File: src/sv/cfbi_pkg.sv
// Package for the composite-field byte inverse block.
// Holds the GF(16) arithmetic helpers and the pipeline stage records.
// No dependencies.
`default_nettype none

package cfbi_pkg;

  localparam int unsigned NibW = 4;
  localparam int unsigned ByteW = 8;

  typedef logic [NibW-1:0] nib_t;
  typedef logic [ByteW-1:0] byte_t;

  // x^4 + x + 1, low bits after the x^4 term drops out
  localparam nib_t GfReduce = 4'h3;
  localparam nib_t ConstResetVal = 4'h1;

  // Stage 1 record: operands and the three partial products of the norm
  typedef struct packed {
    nib_t hi;
    nib_t lo;
    nib_t hi_sq;
    nib_t hi_lo;
    nib_t lo_sq;
  } prod_t;

  // Stage 2 record: operands and the inverse of the norm
  typedef struct packed {
    nib_t hi;
    nib_t lo;
    nib_t norm_inv;
  } norm_t;

  function automatic nib_t gf16_double(input nib_t v);
    nib_t r;
    r = {v[NibW-2:0], 1'b0};
    if (v[NibW-1]) begin
      r = r ^ GfReduce;
    end
    return r;
  endfunction

  function automatic nib_t gf16_mul(input nib_t a, input nib_t b);
    nib_t acc;
    nib_t t;
    acc = '0;
    t = a;
    for (int i = 0; i < NibW; i++) begin
      if (b[i]) begin
        acc = acc ^ t;
      end
      t = gf16_double(t);
    end
    return acc;
  endfunction

  // Inverse over GF(16); zero maps to zero
  function automatic nib_t gf16_inv(input nib_t v);
    nib_t r;
    case (v)
      4'h0: r = 4'h0;
      4'h1: r = 4'h1;
      4'h2: r = 4'h9;
      4'h3: r = 4'he;
      4'h4: r = 4'hd;
      4'h5: r = 4'hb;
      4'h6: r = 4'h7;
      4'h7: r = 4'h6;
      4'h8: r = 4'hf;
      4'h9: r = 4'h2;
      4'ha: r = 4'hc;
      4'hb: r = 4'h5;
      4'hc: r = 4'ha;
      4'hd: r = 4'h4;
      4'he: r = 4'h3;
      4'hf: r = 4'h8;
      default: r = 4'h0;
    endcase
    return r;
  endfunction

endpackage

`default_nettype wire

File: src/sv/cfbi_prod.sv
// Stage 1 of the inverse pipeline: splits the byte and forms b^2, b*c, c^2.
// Depends on cfbi_pkg.
`default_nettype none

module cfbi_prod (
  input  wire logic           clk,
  input  wire logic           rst_n,
  input  wire logic           valid_i,
  input  wire cfbi_pkg::byte_t value_i,
  output logic                ready_o,
  output logic                valid_o,
  output cfbi_pkg::prod_t     data_o,
  input  wire logic           ready_i
);
  import cfbi_pkg::*;

  logic  valid_r;
  prod_t data_r;
  prod_t data_nxt;
  nib_t  hi;
  nib_t  lo;

  assign hi = value_i[ByteW-1:NibW];
  assign lo = value_i[NibW-1:0];

  always_comb begin
    data_nxt.hi    = hi;
    data_nxt.lo    = lo;
    data_nxt.hi_sq = gf16_mul(hi, hi);
    data_nxt.hi_lo = gf16_mul(hi, lo);
    data_nxt.lo_sq = gf16_mul(lo, lo);
  end

  assign ready_o = !valid_r || ready_i;

  always_ff @(posedge clk) begin
    if (!rst_n) begin
      valid_r <= 1'b0;
    end else if (ready_o) begin
      valid_r <= valid_i;
    end
  end

  always_ff @(posedge clk) begin
    if (ready_o && valid_i) begin
      data_r <= data_nxt;
    end
  end

  assign valid_o = valid_r;
  assign data_o  = data_r;

endmodule

`default_nettype wire

File: src/sv/cfbi_norm.sv
// Stage 2 of the inverse pipeline: norm d = b^2*B + b*c + c^2 and its inverse.
// Depends on cfbi_pkg.
`default_nettype none

module cfbi_norm (
  input  wire logic            clk,
  input  wire logic            rst_n,
  input  wire cfbi_pkg::nib_t  sub_const_i,
  input  wire logic            valid_i,
  input  wire cfbi_pkg::prod_t data_i,
  output logic                 ready_o,
  output logic                 valid_o,
  output cfbi_pkg::norm_t      data_o,
  input  wire logic            ready_i
);
  import cfbi_pkg::*;

  logic  valid_r;
  norm_t data_r;
  norm_t data_nxt;
  nib_t  norm;

  assign norm = gf16_mul(data_i.hi_sq, sub_const_i) ^ data_i.hi_lo ^ data_i.lo_sq;

  always_comb begin
    data_nxt.hi       = data_i.hi;
    data_nxt.lo       = data_i.lo;
    data_nxt.norm_inv = gf16_inv(norm);
  end

  assign ready_o = !valid_r || ready_i;

  always_ff @(posedge clk) begin
    if (!rst_n) begin
      valid_r <= 1'b0;
    end else if (ready_o) begin
      valid_r <= valid_i;
    end
  end

  always_ff @(posedge clk) begin
    if (ready_o && valid_i) begin
      data_r <= data_nxt;
    end
  end

  assign valid_o = valid_r;
  assign data_o  = data_r;

endmodule

`default_nettype wire

File: src/sv/cfbi_scale.sv
// Stage 3 of the inverse pipeline: p = b/d, q = (b+c)/d into the output register.
// Depends on cfbi_pkg.
`default_nettype none

module cfbi_scale (
  input  wire logic            clk,
  input  wire logic            rst_n,
  input  wire logic            valid_i,
  input  wire cfbi_pkg::norm_t data_i,
  output logic                 ready_o,
  output logic                 valid_o,
  output cfbi_pkg::byte_t      inverse_o,
  input  wire logic            ready_i
);
  import cfbi_pkg::*;

  logic  valid_r;
  byte_t inverse_r;
  byte_t inverse_nxt;

  assign inverse_nxt = {gf16_mul(data_i.norm_inv, data_i.hi),
                        gf16_mul(data_i.norm_inv, data_i.hi ^ data_i.lo)};

  assign ready_o = !valid_r || ready_i;

  always_ff @(posedge clk) begin
    if (!rst_n) begin
      valid_r <= 1'b0;
    end else if (ready_o) begin
      valid_r <= valid_i;
    end
  end

  always_ff @(posedge clk) begin
    if (ready_o && valid_i) begin
      inverse_r <= inverse_nxt;
    end
  end

  assign valid_o   = valid_r;
  assign inverse_o = inverse_r;

endmodule

`default_nettype wire

File: src/sv/composite_field_byte_inverse_top.sv
// Top level of the composite-field byte inverse block.
// Depends on cfbi_pkg, cfbi_prod, cfbi_norm and cfbi_scale.
`default_nettype none

// Inverts a byte b*y+c in GF((2^4)^2), GF(16) over x^4+x+1, extension y^2+y+B
// with B set through the cfg port (reset value 1). Three register stages:
// partial products, norm and its inverse, final scaling into the output
// register. One item is accepted per cycle while the output is not stalled.
// Each stage holds its item on out_stall and admits a new one as soon as it
// empties, so bubbles are squeezed out. A norm of zero gives an inverse of
// 0. cfg_ready is always high; write B only while the pipeline is empty.
module composite_field_byte_inverse_top (
  input  wire logic           clk,
  input  wire logic           rst_n,
  input  wire logic           in_valid,
  output logic                in_stall,
  input  wire cfbi_pkg::byte_t in_value,
  output logic                out_valid,
  input  wire logic           out_stall,
  output cfbi_pkg::byte_t     out_inverse,
  input  wire logic           cfg_valid,
  output logic                cfg_ready,
  input  wire cfbi_pkg::nib_t cfg_subfield_constant
);
  import cfbi_pkg::*;

  nib_t  sub_const_r;
  logic  prod_ready;
  logic  prod_valid;
  prod_t prod_data;
  logic  norm_ready;
  logic  norm_valid;
  norm_t norm_data;
  logic  scale_ready;

  assign cfg_ready = 1'b1;

  always_ff @(posedge clk) begin
    if (!rst_n) begin
      sub_const_r <= ConstResetVal;
    end else if (cfg_valid && cfg_ready) begin
      sub_const_r <= cfg_subfield_constant;
    end
  end

  cfbi_prod u_prod (
    .clk     (clk),
    .rst_n   (rst_n),
    .valid_i (in_valid),
    .value_i (in_value),
    .ready_o (prod_ready),
    .valid_o (prod_valid),
    .data_o  (prod_data),
    .ready_i (norm_ready)
  );

  cfbi_norm u_norm (
    .clk         (clk),
    .rst_n       (rst_n),
    .sub_const_i (sub_const_r),
    .valid_i     (prod_valid),
    .data_i      (prod_data),
    .ready_o     (norm_ready),
    .valid_o     (norm_valid),
    .data_o      (norm_data),
    .ready_i     (scale_ready)
  );

  cfbi_scale u_scale (
    .clk       (clk),
    .rst_n     (rst_n),
    .valid_i   (norm_valid),
    .data_i    (norm_data),
    .ready_o   (scale_ready),
    .valid_o   (out_valid),
    .inverse_o (out_inverse),
    .ready_i   (!out_stall)
  );

  assign in_stall = !prod_ready;

`ifndef SYNTHESIS
  // zero norm inverse must come out as zero
  a_zero_norm: assert property (@(posedge clk) disable iff (!rst_n)
    (norm_valid && scale_ready && norm_data.norm_inv == '0) |=> (out_inverse == '0))
    else $error("zero norm did not give a zero inverse");

  // a waiting stage-2 item fills the output once it drains
  a_refill: assert property (@(posedge clk) disable iff (!rst_n)
    (norm_valid && !(out_valid && out_stall)) |=> out_valid)
    else $error("output not refilled from stage 2");

  // nothing leaves the pipe right after reset
  a_reset_empty: assert property (@(posedge clk)
    !rst_n |=> !out_valid)
    else $error("output valid right after reset");

  // input is never held off while the whole pipe can move
  a_no_false_stall: assert property (@(posedge clk) disable iff (!rst_n)
    (!out_stall) |-> !in_stall)
    else $error("input stalled with output free");
`endif

endmodule

`default_nettype wire
File: config.mk
export PLATFORM = sky130hd
export DESIGN_NAME = composite_field_byte_inverse_top
export DESIGN_NICKNAME = d
export VERILOG_FILES = /design/src/sv/cfbi_pkg.sv /design/src/sv/cfbi_prod.sv /design/src/sv/cfbi_norm.sv /design/src/sv/cfbi_scale.sv /design/src/sv/composite_field_byte_inverse_top.sv
export SDC_FILE = /design/constraint.sdc
export NUM_CORES = 1
export LEC_CHECK = 0
export BUFFER_PORTS_ARGS = -buffer_cell sky130_fd_sc_hd__buf_4
export CAP_MARGIN = 20
export CORE_AREA = 4 4 101 103
export CTS_CLUSTER_DIAMETER = 150
export CTS_CLUSTER_SIZE = 25
export DETAILED_ROUTE_END_ITERATION = 7
export DIE_AREA = 0 0 105 107
export PLACE_DENSITY = 0.62
export SLEW_MARGIN = 5
export SYNTH_ARGS = -nofsm -noshare
export SYNTH_HDL_FRONTEND = slang
export SYNTH_HIERARCHICAL = 1
export SYNTH_SLANG_ARGS = --single-unit
File: constraint.sdc
create_clock -name clk -period 7.7 [get_ports clk]
set_clock_uncertainty 0.05 [all_clocks]
set_input_delay 1.54 -clock clk [delete_from_list [all_inputs] [get_ports clk]]
set_output_delay 1.54 -clock clk [all_outputs]
set_load 0.1 [all_outputs]
### After elaboration in Yosys (flattened, before gate mapping)

Memory sizes are Yosys's and may differ from the RTL's. A register that Yosys moved wholly into a read port is not among the register bits.
Cells that the tools add are included.

| storage, ports and cells | value |
|---|---|
| memories | 1 |
| bits in writable memories | 0 |
| memory bits (read-only) | 64 |
| register bits after elaboration | 43 |
| bits in latches | 0 |
| output and inout bits | 11 |

| cells by class | value |
|---|---|
| eq/ne operators | 0 |
| multiply operators | 0 |
| mux-type cells | 36 |
| reductions and logical operators | 11 |
| bitwise operators | 33 |
| order comparisons | 0 |
| add/sub/neg operators | 0 |
| divide/modulo/power cells | 0 |
| shift-type cells | 0 |

Memories:

| name | words | bits a word | read ports | clocked after memory_dff | write ports | RTL line | source |
|---|---|---|---|---|---|---|---|
| (name not given) | 16 | 4 | 1 | 1 | 0 | cfbi_pkg.sv:60 | `case (v)` |

Operator list:

| kind | number |
|---|---|
| 4-bit two-way mux | 24 |
| 4-bit bitwise XOR | 21 |
| 2-bit two-way mux | 12 |
| 2-bit inverter | 12 |
| 1-bit zero test | 5 |
| 1-bit logical AND | 3 |
| 1-bit logical OR | 3 |

### Depth between registers and ports, before layout

| depth | value |
|---|---|
| depth in word-level cells | 10 |
| depth in mapped cells | 10 |

### By module

The synthesis kept the hierarchy.

By module, submodules not included:

| module | area an instance (µm²) | instances | cells an instance |
|---|---|---|---|
| cfbi_prod | 1127.3 | 1 | 93 |
| cfbi_norm | 1062.3 | 1 | 93 |
| cfbi_scale | 867.1 | 1 | 94 |
| composite_field_byte_inverse_top | 166.4 | 1 | 17 |

### Least setup slack after synthesis

Ideal clock, no wire load.

| path | value |
|---|---|
| kind | input to output |
| start | input out_stall |
| end | output in_stall |
| stages on the path | 5 |
| setup slack | 3.474 ns |
| required time | 6.110 ns |
| arrival | 2.636 ns |
| path through | inv_1 -> nand2b_1 -> nand2b_1 -> nand2b_1 -> inv_1 |

| on the way | value |
|---|---|
| cells in the longest elaborated chain, start to end | 5 |

RTL lines:

| item | RTL line | source |
|---|---|---|
| start, declared | composite_field_byte_inverse_top.sv:19 | `input wire logic out_stall,` |
| 1-bit zero test | composite_field_byte_inverse_top.sv:77 | `.ready_i (!out_stall)` |
| 1-bit logical OR | cfbi_scale.sv:24 | `assign ready_o = !valid_r \|\| ready_i;` |
| via scale_ready | composite_field_byte_inverse_top.sv:34 | `logic scale_ready;` |
| 1-bit logical OR | cfbi_norm.sv:31 | `assign ready_o = !valid_r \|\| ready_i;` |
| via norm_ready | composite_field_byte_inverse_top.sv:31 | `logic norm_ready;` |
| 1-bit logical OR | cfbi_prod.sv:34 | `assign ready_o = !valid_r \|\| ready_i;` |
| via prod_ready | composite_field_byte_inverse_top.sv:28 | `logic prod_ready;` |
| 1-bit zero test | composite_field_byte_inverse_top.sv:80 | `assign in_stall = !prod_ready;` |
| end, declared | composite_field_byte_inverse_top.sv:16 | `output logic in_stall,` |

The timed path passes the listed nets, and every way through them passes these cells.

### Worst setup path after layout

Ends and elaborated chain as after synthesis.

==> out/results.txt <==
The tools report the register-to-register setup slack as 4.65 ns. The logs give 0.31 ns for the clock latency on the worst-skew pair and 2 for the CTS H-tree depth. Measured in cells, the most critical reg-to-reg path has a length of 8.

The logs give 9160 um for the global-route wire length before repair and 5130 um for the overall routed net length. The maximum achievable frequency was 0.241 GHz; the first-pass iteration count of the detailed router was 4. Setup violations remaining at the end of the flow were counted as 0. Total count of max-transition violations in the final report: 0.

The tools report the total negative slack as 0 ns. In this run, synthesis inferred 40 flip-flops with an integrated enable. The post-detailed-route DRC marker count came out at 0. In the final routed layout, each cell accounts on average for 12.2 um. Area share of the leading cell type in the synthesized netlist: 0.373. Summed over all nets, wire length on met2 after detailed routing comes to 2470 um.

The number of antenna violations at the first check in global routing was 0; the maximum vdd ir drop was 80.1 uV. After clock tree synthesis, the repair step resized 0 gates. Synthesis produced 297 cells. Die span in x: 105 um.

For this run, the post-layout net count is 335. The tools report the sum of routed wire segments on met1 as 2440 um. The library cell used most frequently in the layout, excluding fill and tap cells, is sky130_fd_sc_hd__nand2_1.

The tools report the row count as 35. The highest layer touched by signal routing is met4. The clock drives 47 sinks. The register clock-pin slew on the reported worst setup and hold paths is 0.10 ns. Input and output buffers added on the ports amount to 26. The beginning of the critical path is out_stall. The fraction of layout instances using a drive strength above 1 works out to 0.187. The violation count after the first detailed-routing iteration was 59. The post-synthesis cell type with the largest combined area was sky130_fd_sc_hd__edfxtp_1. The cell sitting at the root of the clock tree is a sky130_fd_sc_hd__clkbuf_8.

The global router's overall resource usage was 0.0996; the number of hold buffers added after cts was 0. The placeable core region came out at 0.00920 mm^2. The run gives 2 as the maximum number of buffers from clock root to sink. The growth of design area from synthesis to finish is 8.93%, and the final antenna-violating net count is 0. STA classifies the critical path startpoint as an input pin. The routed layout has 1,921 vias.

After detailed routing, the met3 layer carries 157 um of wire. Data on the critical path is required at its endpoint by 6.11 ns. After global routing the overflow that remains totals 0. Maximum number of pins on one net before global-route repair: 21. Kind of end point of the critical path: a primary output.

The mean cell area of the mapped netlist is 10.9 um^2. The tools report the final weighted congestion in routability-driven placement as 0.829. In the routed layout, each cell is associated on average with a via count of 4.56. The startpoint identified for the worst register-to-register timing path is sub_const_r[3]. The standby leakage power was 1.33 nW; the synthesized net count was 323. Along the worst path, the maximum fanout reaches 3.

Counting flops and latches in the post-synthesis netlist gives 47. The logs give 0 for the final count of hold timing violations and 0.887 mW for the post-route total power. The startpoint identified for the worst hold timing path is u_prod/data_o[18]. The tools report the share of the yosys chip area belonging to registers as 0.416.

The run finished with clean final reports. The via count of the first global-routing pass was 1,885. Async set-reset flop share out of synthesis: 0.

The type of the setup path with the least slack was input pin to primary output. The share of the clock period used by the worst path after layout came out at 0.538. The die area was 0.0112 mm^2.

The final HPWL from detailed placement came out at 3960 um. The worst setup path endpoint is in_stall. Synthesis instantiated 46 different standard cells from the library. 28 I/O pins were placed. Power density over the cells: 253 mW/mm^2. The transition at the pin with the smallest max-transition slack is 0.844 ns. The worst path needs 4.14 ns of the cycle, external delays included. The number of buffers created by CTS was 5; the max-cap violation count was 0. Worst slew margin relative to its limit: 0.438.

The run gives 0 as the antenna diode count. The run gives 0.350 as the starting density of the core. TritonCTS built the clock tree. Once the clock tree was built, the setup fixing pass inserted 0 buffers.

In the synthesized netlist the dominant register cell turns out to be sky130_fd_sc_hd__edfxtp_1. The cell area that synthesis handed to floorplanning was 0.00322 mm^2. The classification of the worst-slack hold path was register to register. Setup repair after global routing left no endpoint under its margin. In the post-synthesis netlist, the biggest area contributors are sky130_fd_sc_hd__edfxtp_1 (37%), sky130_fd_sc_hd__xnor2_1 (11%), sky130_fd_sc_hd__xor2_1 (5.7%).

The height of the chip is 107 um. The endpoint identified for the worst register-to-register timing path is u_norm/data_o[0]. The Yosys step of the flow raised 6 warnings. In the layout the commonest cells are sky130_fd_sc_hd__nand2_1 (45), sky130_fd_sc_hd__xnor2_1 (41), sky130_fd_sc_hd__edfxtp_1 (40). Arrival time at the worst endpoint: 2.55 ns.
-- cells in the mapped netlist, types with 2 or more instances --
master and n:
sky130_fd_sc_hd__nand2b_1 5, sky130_fd_sc_hd__nand3b_1 2, sky130_fd_sc_hd__a21oi_1 7, sky130_fd_sc_hd__nand2_1 45
sky130_fd_sc_hd__xor2_1 21, sky130_fd_sc_hd__o211ai_1 2, sky130_fd_sc_hd__a21boi_0 3, sky130_fd_sc_hd__buf_2 9
sky130_fd_sc_hd__dfxtp_1 7, sky130_fd_sc_hd__xor2_2 4, sky130_fd_sc_hd__o221ai_1 2, sky130_fd_sc_hd__a221oi_2 3
sky130_fd_sc_hd__xnor2_2 5, sky130_fd_sc_hd__buf_6 4, sky130_fd_sc_hd__ha_1 9, sky130_fd_sc_hd__buf_4 6
sky130_fd_sc_hd__mux2i_1 15, sky130_fd_sc_hd__a211oi_2 2, sky130_fd_sc_hd__nor4_1 2, sky130_fd_sc_hd__edfxtp_1 40
sky130_fd_sc_hd__xnor2_1 41, sky130_fd_sc_hd__nor4b_1 2, sky130_fd_sc_hd__nor2b_1 6, sky130_fd_sc_hd__mux4_2 2
sky130_fd_sc_hd__o21ai_0 6, sky130_fd_sc_hd__nor2_1 9, sky130_fd_sc_hd__and2_1 3, sky130_fd_sc_hd__inv_1 17
-- cells by family after synthesis --
kind of cell,Yosys count,synth area share
xor gates and xnor gates,71,0.214
adders and majority gates,9,0.0349
buffers and inverters,38,0.0644
other,1,0.00116
AOI/OAI and AO/OA,32,0.0842
muxes,18,0.0641
and+or+nand+nor,81,0.121
DFF,47,0.416
-- worst min-delay path by stage --
stage | to | slack (ns) | cells after the start
floorplan | u_norm/data_o[10] | 0.35 | 0
global placement | u_norm/data_o[9] | 0.35 | 0
detailed placement | u_norm/data_o[10] | 0.36 | 0
CTS | u_norm/data_o[10] | 0.38 | 0
global route | u_norm/data_o[10] | 0.39 | 0
finish | u_norm/data_o[10] | 0.38 | 0
-- critical path: stages --
cell and delay (ns):
sky130_fd_sc_hd__buf_4 0.07, sky130_fd_sc_hd__inv_1 0.02, sky130_fd_sc_hd__nand2b_1 0.16, sky130_fd_sc_hd__nand2b_1 0.18, sky130_fd_sc_hd__nand2b_1 0.20, sky130_fd_sc_hd__inv_1 0.08
sky130_fd_sc_hd__buf_4 0.28
-- sequential cells by signal, summed over array words and instances, names as in the netlist --
signal / flops
u_prod/data_o: 20
u_scale/inverse_o: 8
u_norm/valid_o: 1
u_norm/data_o: 12
u_prod/valid_o: 1
u_scale/valid_o: 1
sub_const_r: 4
-- metal layers --
metal  global-route usage  up-vias
met2                0.164       29
met4               0.0309        0
li1                     -     1009
met1                0.129      877
met3               0.0253        6
met5                    0        -
-- power by group --
group | leakage [nW] | internal [mW] | switching [mW] | total [mW]
combinational | 0.836 | 0.166 | 0.193 | 0.359
sequential | 0.440 | 0.325 | 0.0399 | 0.365
clock | 0.0511 | 0.0686 | 0.0939 | 0.162
total | 1.33 | 0.560 | 0.327 | 0.887
-- final cells by class --
class	instances	area, um^2
clock inverter	3	28.8
timing repair buffer	26	195
inverter	17	63.8
tap	111	139
sequential	47	1340
multi-input combinational	212	1670
fill	907	5690
clock buffer	5	68.8
-- per-stage QoR --
stage	utilization	hold slack [ns]	std cells	cell area (um^2)	worst slack, ns
after floorplan	-	0.350	297	3220	3.47
after global placement	0.371	0.353	413	3410	3.56
after detailed placement	0.371	0.356	413	3410	3.56
after CTS	0.382	0.382	421	3510	3.55
after global routing	0.382	0.387	421	3510	3.47
final	0.382	0.378	421	3510	3.56
No activity file was read; power rests on OpenSTA's default activity.
